<file path="src/hdl/wpsf_pkg.sv">
// ----------------------------------------------------------------------------
// Wind pulse speed filter package
// Widths, register indexes, function codes and sequencer states.
// ----------------------------------------------------------------------------
package wpsf_pkg;

  // Width of the debounced pulse counter.
  localparam int COUNT_BITS = 24;

  localparam int DEB_W      = 8;
  localparam int SPP_W      = 12;
  localparam int SPEED_W    = 16;
  localparam int FACTOR_W   = 4;
  localparam int ALPHA_W    = 9;
  localparam int TS_W       = 32;
  localparam int PERIOD_W   = 16;
  localparam int TOTAL_W    = 24;
  localparam int CFG_IDX_W  = 3;
  localparam int CFG_DATA_W = 16;

  // Product of count and speed-per-pulse, also the divider length.
  localparam int PROD_W     = COUNT_BITS + SPP_W;
  localparam int STEP_W     = $clog2(PROD_W + 1);

  localparam logic [ALPHA_W-1:0] ALPHA_ONE = ALPHA_W'(256);

  // Item function codes.
  localparam logic FUNC_PULSE   = 1'b0;
  localparam logic FUNC_MEASURE = 1'b1;

  typedef enum logic [CFG_IDX_W-1:0] {
    REG_DEBOUNCE    = 3'd0,
    REG_SPEED_PER   = 3'd1,
    REG_MAX_SPEED   = 3'd2,
    REG_JUMP_FACTOR = 3'd3,
    REG_JUMP_ABS    = 3'd4,
    REG_BLEND_WT    = 3'd5
  } cfg_reg_e;

  typedef enum logic [2:0] {
    ST_IDLE,
    ST_DIV,
    ST_CHECK,
    ST_EMA,
    ST_DONE
  } state_e;

endpackage

</file>
<file path="src/hdl/wind_pulse_speed_filter_core.sv">
// ----------------------------------------------------------------------------
// Wind pulse speed filter core
// Debounced anemometer pulse counter with rate-to-speed conversion and an
// outlier-rejecting exponential smoothing filter.
// ----------------------------------------------------------------------------
// Two kinds of input beats arrive on one channel. A pulse beat (func 0)
// carries a millisecond edge time; it bumps the saturating pulse counter when
// the gap to the previous edge (modulo 2^32) strictly exceeds debounce_ms,
// and always records the edge time; a pulse beat yields no result. A measure
// beat (func 1) turns the count into a raw speed, count * speed_per_pulse /
// period_s (period 0 counts as 1), clears the count, rejects the reading as
// suspect when it is above max_speed or, with a nonzero previous speed, above
// jump_factor times it or further than jump_abs from it, and folds an
// accepted reading into the smoothed speed with the blend weight over 256
// (truncating; a weight above 256 acts as 256). Each measure beat yields one
// result beat. A measure beat passes through the accept state, the bit-serial
// restoring divider at one quotient bit per cycle, which dominates, then the
// outlier check, the filter products and the result load. The result sits in
// an output register, so the next beat is taken while a result still waits;
// a second result only waits for the first to drain. Speeds are in 1/256 km/h.
// Configuration is written through a plain write port; the user must write it
// only while the block is idle, since the block itself does not enforce this.
module wind_pulse_speed_filter_core (
  input  logic                             clk_i,
  input  logic                             rst_ni,
  // configuration write port
  input  logic                             cfg_we_i,
  input  logic [wpsf_pkg::CFG_IDX_W-1:0]   cfg_idx_i,
  input  logic [wpsf_pkg::CFG_DATA_W-1:0]  cfg_data_i,
  // input channel
  input  logic                             in_valid_i,
  output logic                             in_ready_o,
  input  logic                             func_i,
  input  logic [wpsf_pkg::TS_W-1:0]        timestamp_ms_i,
  input  logic [wpsf_pkg::PERIOD_W-1:0]    period_s_i,
  // result channel
  output logic                             out_valid_o,
  input  logic                             out_ready_i,
  output logic [wpsf_pkg::SPEED_W-1:0]     speed_o,
  output logic [wpsf_pkg::SPEED_W-1:0]     raw_speed_o,
  output logic                             suspect_o,
  output logic [wpsf_pkg::TOTAL_W-1:0]     pulse_total_o
);
  import wpsf_pkg::*;

  localparam logic [COUNT_BITS-1:0] COUNT_MAX = '1;
  localparam logic [TOTAL_W-1:0]    TOTAL_MAX = '1;
  localparam logic [SPEED_W-1:0]    SPEED_MAX = '1;

  // --------------------------------------------------------------------------
  // Configuration registers
  // --------------------------------------------------------------------------
  logic [DEB_W-1:0]    debounce_q;
  logic [SPP_W-1:0]    spp_q;
  logic [SPEED_W-1:0]  max_speed_q;
  logic [FACTOR_W-1:0] jump_factor_q;
  logic [SPEED_W-1:0]  jump_abs_q;
  logic [ALPHA_W-1:0]  blend_wt_q;

  always_ff @(posedge clk_i or negedge rst_ni) begin
    if (!rst_ni) begin
      debounce_q    <= DEB_W'(7);
      spp_q         <= SPP_W'(307);
      max_speed_q   <= SPEED_W'(51200);
      jump_factor_q <= FACTOR_W'(4);
      jump_abs_q    <= SPEED_W'(7680);
      blend_wt_q    <= ALPHA_W'(90);
    end else if (cfg_we_i) begin
      // Mask each write to its register width; drop unknown indexes.
      unique case (cfg_reg_e'(cfg_idx_i))
        REG_DEBOUNCE:    debounce_q    <= cfg_data_i[DEB_W-1:0];
        REG_SPEED_PER:   spp_q         <= cfg_data_i[SPP_W-1:0];
        REG_MAX_SPEED:   max_speed_q   <= cfg_data_i[SPEED_W-1:0];
        REG_JUMP_FACTOR: jump_factor_q <= cfg_data_i[FACTOR_W-1:0];
        REG_JUMP_ABS:    jump_abs_q    <= cfg_data_i[SPEED_W-1:0];
        REG_BLEND_WT:    blend_wt_q    <= cfg_data_i[ALPHA_W-1:0];
        default: ;
      endcase
    end
  end

  // --------------------------------------------------------------------------
  // Sequencer
  // --------------------------------------------------------------------------
  state_e state_q, state_d;
  logic   out_valid_q;
  logic   [STEP_W-1:0] step_q;

  logic in_ready;
  logic div_en;
  logic check_en;
  logic ema_en;
  logic load_out;
  logic in_fire;
  logic pulse_fire;
  logic measure_fire;

  assign in_fire      = in_valid_i && in_ready;
  assign pulse_fire   = in_fire && (func_i == FUNC_PULSE);
  assign measure_fire = in_fire && (func_i == FUNC_MEASURE);

  // Next-state logic.
  always_comb begin
    state_d = state_q;
    unique case (state_q)
      ST_IDLE:  if (measure_fire) state_d = ST_DIV;
      ST_DIV:   if (step_q == '0) state_d = ST_CHECK;
      ST_CHECK: state_d = ST_EMA;
      ST_EMA:   state_d = ST_DONE;
      ST_DONE:  if (!out_valid_q || out_ready_i) state_d = ST_IDLE;
      default:  state_d = ST_IDLE;
    endcase
  end

  // Output decode of the sequencer.
  always_comb begin
    in_ready = 1'b0;
    div_en   = 1'b0;
    check_en = 1'b0;
    ema_en   = 1'b0;
    load_out = 1'b0;
    unique case (state_q)
      ST_IDLE:  in_ready = 1'b1;
      ST_DIV:   div_en   = 1'b1;
      ST_CHECK: check_en = 1'b1;
      ST_EMA:   ema_en   = 1'b1;
      ST_DONE:  load_out = !out_valid_q || out_ready_i;
      default: ;
    endcase
  end

  always_ff @(posedge clk_i or negedge rst_ni) begin
    if (!rst_ni) begin
      state_q <= ST_IDLE;
    end else begin
      state_q <= state_d;
    end
  end

  // --------------------------------------------------------------------------
  // Pulse counting
  // --------------------------------------------------------------------------
  logic [COUNT_BITS-1:0] pulse_count_q;
  logic [TS_W-1:0]       last_edge_q;
  logic [TS_W-1:0]       edge_gap;

  // Edge gap wraps modulo 2^32 by construction.
  assign edge_gap = timestamp_ms_i - last_edge_q;

  always_ff @(posedge clk_i or negedge rst_ni) begin
    if (!rst_ni) begin
      pulse_count_q <= '0;
      last_edge_q   <= '0;
    end else if (pulse_fire) begin
      if (edge_gap > TS_W'(debounce_q) && pulse_count_q != COUNT_MAX) begin
        pulse_count_q <= pulse_count_q + COUNT_BITS'(1);
      end
      last_edge_q <= timestamp_ms_i;
    end else if (measure_fire) begin
      pulse_count_q <= '0;
    end
  end

  // --------------------------------------------------------------------------
  // Raw speed: one multiply at accept, then restoring division
  // --------------------------------------------------------------------------
  logic [PROD_W-1:0]   prod;
  logic [TS_W-1:0]     count_ext;
  logic [TOTAL_W-1:0]  total_sat;
  logic [PROD_W-1:0]   quo_q;      // dividend shifts out, quotient shifts in
  logic [SPEED_W:0]    rem_q;
  logic [PERIOD_W-1:0] divisor_q;
  logic [TOTAL_W-1:0]  total_q;
  logic [SPEED_W:0]    rem_shift;
  logic                rem_ge;
  logic [SPEED_W:0]    rem_next;
  logic [SPEED_W-1:0]  raw_sat;

  assign prod      = PROD_W'(pulse_count_q) * PROD_W'(spp_q);
  assign count_ext = TS_W'(pulse_count_q);
  assign total_sat = (count_ext > TS_W'(TOTAL_MAX)) ? TOTAL_MAX : count_ext[TOTAL_W-1:0];

  assign rem_shift = {rem_q[SPEED_W-1:0], quo_q[PROD_W-1]};
  assign rem_ge    = rem_shift >= {1'b0, divisor_q};
  assign rem_next  = rem_ge ? rem_shift - {1'b0, divisor_q} : rem_shift;

  // Saturate the quotient at the top of the speed range.
  assign raw_sat = (|quo_q[PROD_W-1:SPEED_W]) ? SPEED_MAX : quo_q[SPEED_W-1:0];

  always_ff @(posedge clk_i or negedge rst_ni) begin
    if (!rst_ni) begin
      step_q <= '0;
    end else if (measure_fire) begin
      step_q <= STEP_W'(PROD_W - 1);
    end else if (div_en && step_q != '0) begin
      step_q <= step_q - STEP_W'(1);
    end
  end

  always_ff @(posedge clk_i) begin
    if (measure_fire) begin
      quo_q     <= prod;
      rem_q     <= '0;
      divisor_q <= (period_s_i == '0) ? PERIOD_W'(1) : period_s_i;
      total_q   <= total_sat;
    end else if (div_en) begin
      quo_q <= {quo_q[PROD_W-2:0], rem_ge};
      rem_q <= rem_next;
    end
  end

  // --------------------------------------------------------------------------
  // Outlier check and smoothing
  // --------------------------------------------------------------------------
  logic [SPEED_W-1:0]          smoothed_q;
  logic [SPEED_W-1:0]          raw_q;
  logic                        suspect_q;
  logic [SPEED_W+FACTOR_W-1:0] jump_lim;
  logic [SPEED_W-1:0]          jump_diff;
  logic                        suspect_d;
  logic [ALPHA_W-1:0]          alpha_eff;
  logic [ALPHA_W-1:0]          alpha_rest;
  logic [SPEED_W+ALPHA_W-1:0]  ema_a_q;
  logic [SPEED_W+ALPHA_W-1:0]  ema_b_q;
  logic [SPEED_W+ALPHA_W:0]    ema_sum;
  logic [SPEED_W+1:0]          ema_shr;
  logic [SPEED_W-1:0]          ema_val;
  logic [SPEED_W-1:0]          speed_next;

  assign jump_lim  = (SPEED_W+FACTOR_W)'(jump_factor_q) * (SPEED_W+FACTOR_W)'(smoothed_q);
  assign jump_diff = (raw_sat > smoothed_q) ? raw_sat - smoothed_q : smoothed_q - raw_sat;

  // Jump limits only apply once a previous speed exists.
  always_comb begin
    suspect_d = raw_sat > max_speed_q;
    if (!suspect_d && smoothed_q != '0) begin
      if ((SPEED_W+FACTOR_W)'(raw_sat) > jump_lim || jump_diff > jump_abs_q) begin
        suspect_d = 1'b1;
      end
    end
  end

  assign alpha_eff  = (blend_wt_q > ALPHA_ONE) ? ALPHA_ONE : blend_wt_q;
  assign alpha_rest = ALPHA_ONE - alpha_eff;

  assign ema_sum = {1'b0, ema_a_q} + {1'b0, ema_b_q};
  assign ema_shr = ema_sum[SPEED_W+ALPHA_W:8];
  assign ema_val = (|ema_shr[SPEED_W+1:SPEED_W]) ? SPEED_MAX : ema_shr[SPEED_W-1:0];

  // Hold the previous speed on a rejected reading.
  assign speed_next = suspect_q ? smoothed_q : ema_val;

  always_ff @(posedge clk_i) begin
    if (check_en) begin
      raw_q     <= raw_sat;
      suspect_q <= suspect_d;
    end
    if (ema_en) begin
      ema_a_q <= (SPEED_W+ALPHA_W)'(alpha_eff) * (SPEED_W+ALPHA_W)'(raw_q);
      ema_b_q <= (SPEED_W+ALPHA_W)'(alpha_rest) * (SPEED_W+ALPHA_W)'(smoothed_q);
    end
  end

  always_ff @(posedge clk_i or negedge rst_ni) begin
    if (!rst_ni) begin
      smoothed_q <= '0;
    end else if (load_out) begin
      smoothed_q <= speed_next;
    end
  end

  // --------------------------------------------------------------------------
  // Result register
  // --------------------------------------------------------------------------
  logic [SPEED_W-1:0] speed_out_q;
  logic [SPEED_W-1:0] raw_out_q;
  logic               suspect_out_q;
  logic [TOTAL_W-1:0] total_out_q;

  always_ff @(posedge clk_i or negedge rst_ni) begin
    if (!rst_ni) begin
      out_valid_q <= 1'b0;
    end else if (load_out) begin
      out_valid_q <= 1'b1;
    end else if (out_ready_i) begin
      out_valid_q <= 1'b0;
    end
  end

  always_ff @(posedge clk_i) begin
    if (load_out) begin
      speed_out_q   <= speed_next;
      raw_out_q     <= raw_q;
      suspect_out_q <= suspect_q;
      total_out_q   <= total_q;
    end
  end

  assign in_ready_o    = in_ready;
  assign out_valid_o   = out_valid_q;
  assign speed_o       = speed_out_q;
  assign raw_speed_o   = raw_out_q;
  assign suspect_o     = suspect_out_q;
  assign pulse_total_o = total_out_q;

endmodule

</file>
<file path="config.mk">
export PLATFORM = sky130hd
export DESIGN_NAME = wind_pulse_speed_filter_core
export DESIGN_NICKNAME = d
export VERILOG_FILES = /design/src/hdl/wpsf_pkg.sv /design/src/hdl/wind_pulse_speed_filter_core.sv
export SDC_FILE = /design/constraint.sdc
export NUM_CORES = 2
export LEC_CHECK = 0
export BUFFER_PORTS_ARGS = -buffer_cell sky130_fd_sc_hd__buf_2
export CAP_MARGIN = 15
export CORE_MARGIN = 4
export CORE_UTILIZATION = 50
export CTS_BUF_LIST = sky130_fd_sc_hd__clkbuf_2 sky130_fd_sc_hd__clkbuf_4 sky130_fd_sc_hd__clkbuf_8
export DETAILED_ROUTE_END_ITERATION = 12
export GPL_ROUTABILITY_DRIVEN = 0
export GPL_TIMING_DRIVEN = 0
export PLACE_DENSITY = 0.66
export SYNTH_ARGS = -nofsm -noshare
export SYNTH_HDL_FRONTEND = slang
export SYNTH_SLANG_ARGS = --single-unit
</file>
<file path="constraint.sdc">
create_clock -name clk_i -period 8.35 [get_ports clk_i]
set_input_delay 0.4175 -clock clk_i [delete_from_list [all_inputs] [get_ports clk_i]]
set_output_delay 0.4175 -clock clk_i [all_outputs]
set_load 0.005 [all_outputs]
</file>
==> results.yml <==
logic_synthesis:
  syn_inst: 4195
  syn_area_um2: 39000
  synthAdderAreaFrac: 0.343
  synth_top_family_by_area: "adder cells"
  synth_compound_area_frac: 0.105
  synth_edf_count: 200
  async_flop_share: 0.405
  avgSynthCellArea_um2: 9.29
  synth_area_leaders: "fa_1 23%, edfxtp_1 15%, ha_1 11%"
  synth_ff_type: "edfxtp_1"
  synthSimpleGateAreaFrac: 0.166
  yosysSeqAreaShare: 0.257
  yosysTopAreaCellShare: 0.231
  synth.distinct_cells: 81
  yosys_warnings: 0
  synth_seq_cells: 363
  synth_area_leader_cell: "fa_1"
  synth_nets: 5068
  synth_xor_area_frac: 0.0301
  synthMuxAreaShare: 0.0164
detailed_routing:
  routed_wl_um: 104000
  drc: 0
  firstDrtPassIters: 6
  wl_per_cell_um: 18.8
  ant_nets: 0
  num_vias: 30435
  via_per_inst: 5.49
  drt_iter0_drc: 2136
min_path:
  hp-class: "in2reg"
  min_path_cells: 3
  hold_path_end: "last_edge_q[28]"
  hp-start: "timestamp_ms_i[28]"
timing:
  slew_violations: 0
  clock_skew_ns: 0.0372
  tightest_slew_ns: 1.06
  fmax_mhz: 124
  setup_slack_ns: 0.291
  max_slew_margin: 0.287
  hold-worst-slack_ns: 0.0452
  fin_setup_tns_ns: 0
  setup_viol_count_final: 0
  min_period_over_period: 0.965
  hold_viol_final: 0
  rsz0062_at_grt: "false"
  period_minus_slack_ns: 8.06
worst_setup_path:
  arrival_ns: 8.46
  cpPeakStageDelay_ns: 0.57
  reg2reg_from: "blend_wt_q[8]"
  cp.required_ns: 8.75
  critical_path_class: "reg2reg"
  slowest_stage: "fa_1"
  r2r_slack_ns: 0.29
  reg2reg_to: "ema_b_q[23]"
  critPathMaxFanout: 10
  cp_top_family: "adder cells"
  cp-end-kind: "register"
  critPathLaunch: "blend_wt_q[8]"
  path_buf_inv: 7
  reg2reg_depth: 28
  worst_setup_path_start_kind: "register"
global_routing:
  grt_usage: 0.259
  antenna_found_initial: 1
  grt_start_max_net_pins: 80
  overflow: 0
  grt_pass1_wl_um: 169000
  grt_pass1_vias: 30925
die:
  core_um2: 77300
  ios: 132
  start_util: 0.504
  dieArea_um2: 82500
  placementRows: 102
  dieWidth_um: 287
  die_y_um: 287
power:
  p_comb_frac: 0.166
  p_sw_frac: 0.307
  powerDensity_nw_per_um2: 107
  total_leakage_power_uw: 0.0210
  peakVddDrop_v: 0.000115
  finalPower_uw: 4620
  p_seq_frac: 0.438
  p_sw_uw: 1420
  p_int_uw: 3200
  clkPwrFrac: 0.395
clock_network:
  cts.sinks: 363
  cts_setup_buffers: 0
  clk_latency_ns: 0.67
  clockBufferDepth: 3
  cts_max_level: 3
  cts_root_buf: "clkbuf_8"
  cts_tree: "done"
  numCtsBuffers: 69
  clkTransAtPathRegs_ns: 0.06
place:
  portBuffers: 131
  hpwlAfterDp_um: 81600
  dp_slack_ns: -0.0300
finish:
  area_growth_pct: 10.3
  drive_above_1_share: 0.0804
  layout.nets: 5323
  finish.utilization: 0.556
flow_run:
  drv_cap: 0
outcome:
  status: "completed"
[worst min-delay path, cell delays in order]
cell     delay, ns
buf_2         0.12
nand2_1       0.05
o21ai_0       0.08
[power groups by stage]
| stage | clock network [uW] | registers [uW] | logic, uW |
|---|---|---|---|
| detailed placement | 0 | 2060 | 733 |
| CTS | 1880 | 2020 | 759 |
| global placement | 0 | 2050 | 719 |
| floorplan | 0 | 2020 | 443 |
| finish | 1830 | 2020 | 768 |
| global route | 1960 | 2030 | 847 |
[per-stage QoR]
step           instance area, um^2  std cells
3_3_place_gp                 40900       5366
5_1_grt                      43000       5541
6_report                     43000       5542
4_1_cts                      43000       5539
2_1_floorplan                39000       4195
3_5_place_dp                 41100       5375
[metal layers]
layer,wire length (um),vias up,track usage
met5,0,-,0
met4,4880,0,0.106
met3,6060,240,0.0371
met2,49500,898,0.431
met1,43800,15044,0.341
li1,-,14253,-
[registers in the layout, indices dropped and copies added, names as in the netlist, 6 cells and up]
| register | count |
|---|---|
| ema_b_q | 25 |
| debounce_q | 8 |
| total_q | 24 |
| ema_a_q | 25 |
| spp_q | 12 |
| quo_q | 36 |
| pulse_count_q | 24 |
| speed_o | 16 |
| max_speed_q | 16 |
| divisor_q | 16 |
| pulse_total_o | 24 |
| blend_wt_q | 9 |
| raw_q | 16 |
| rem_q | 16 |
| last_edge_q | 32 |
| step_q | 6 |
| smoothed_q | 16 |
| jump_abs_q | 16 |
| raw_speed_o | 16 |
[timing repair]
item                                    in CTS  in global routing
hold endpoints to repair                   113                  0
endpoints found under the setup margin       1                  3
hold buffers                                43                  0
gates resized for setup                      3                 12
[layout by cell type (no fill, tap or decap), types with 127 or more instances in the layout]
cell and n:
dfrtp_1 127, ha_1 350, and2_1 217, clkbuf_1 194, fa_1 450, o21ai_0 197
nor2_1 134, inv_1 605, nand2_1 656, edfxtp_1 200, a21oi_1 148, buf_2 140
[synth_stat cells, types with 16 or more instances]
cell type  count
dfrtp_1      127
mux2i_1       28
and3_1        22
and2_1       217
nand2b_1      28
dfxtp_1       16
a21o_1        78
nor3_1        51
nand2_1      656
nor2_1       134
mux2_2        32
dfstp_2       20
a21oi_1      149
nor4_1        21
a31oi_1       25
o21a_1        25
clkbuf_1     199
edfxtp_1     200
ha_1         350
nand4_1       40
fa_1         450
xnor2_1       80
o21ai_0      197
or3_1         41
nor2b_1       37
buf_1         17
inv_1        605
xor2_1        52
nand3_1       55
o211ai_1      27
[logic make-up after synthesis]
group                      Yosys count
and+or+nand+nor                   1360
buffers and inverters              832
adders and majority gates          800
AOI/OAI and AO/OA                  647
DFF                                363
xor gates and xnor gates           133
muxes                               60
[cell type report]
cell class | instances | area [um^2]
Fill cell | 7102 | 34300
Multi-Input combinational cell | 3000 | 25800
Sequential cell | 363 | 10000
Inverter | 605 | 2270
Tap cell | 1040 | 1300
Timing Repair Buffer | 184 | 1260
Clock buffer | 99 | 1230
Buffer | 227 | 893
Clock inverter | 22 | 178
Antenna cell | 2 | 5.00
[worst max-delay path by stage]
stage,endpoint,slack [ns],depth (start not counted)
2_1_floorplan,ema_b_q[23],1.83,28
3_3_place_gp,ema_b_q[23],0.05,28
3_5_place_dp,ema_b_q[23],-0.03,28
4_1_cts,ema_b_q[23],0.09,28
5_1_grt,ema_b_q[23],0.03,28
6_report,ema_b_q[23],0.29,28
Note: power is estimated with default switching activity, not from simulation.
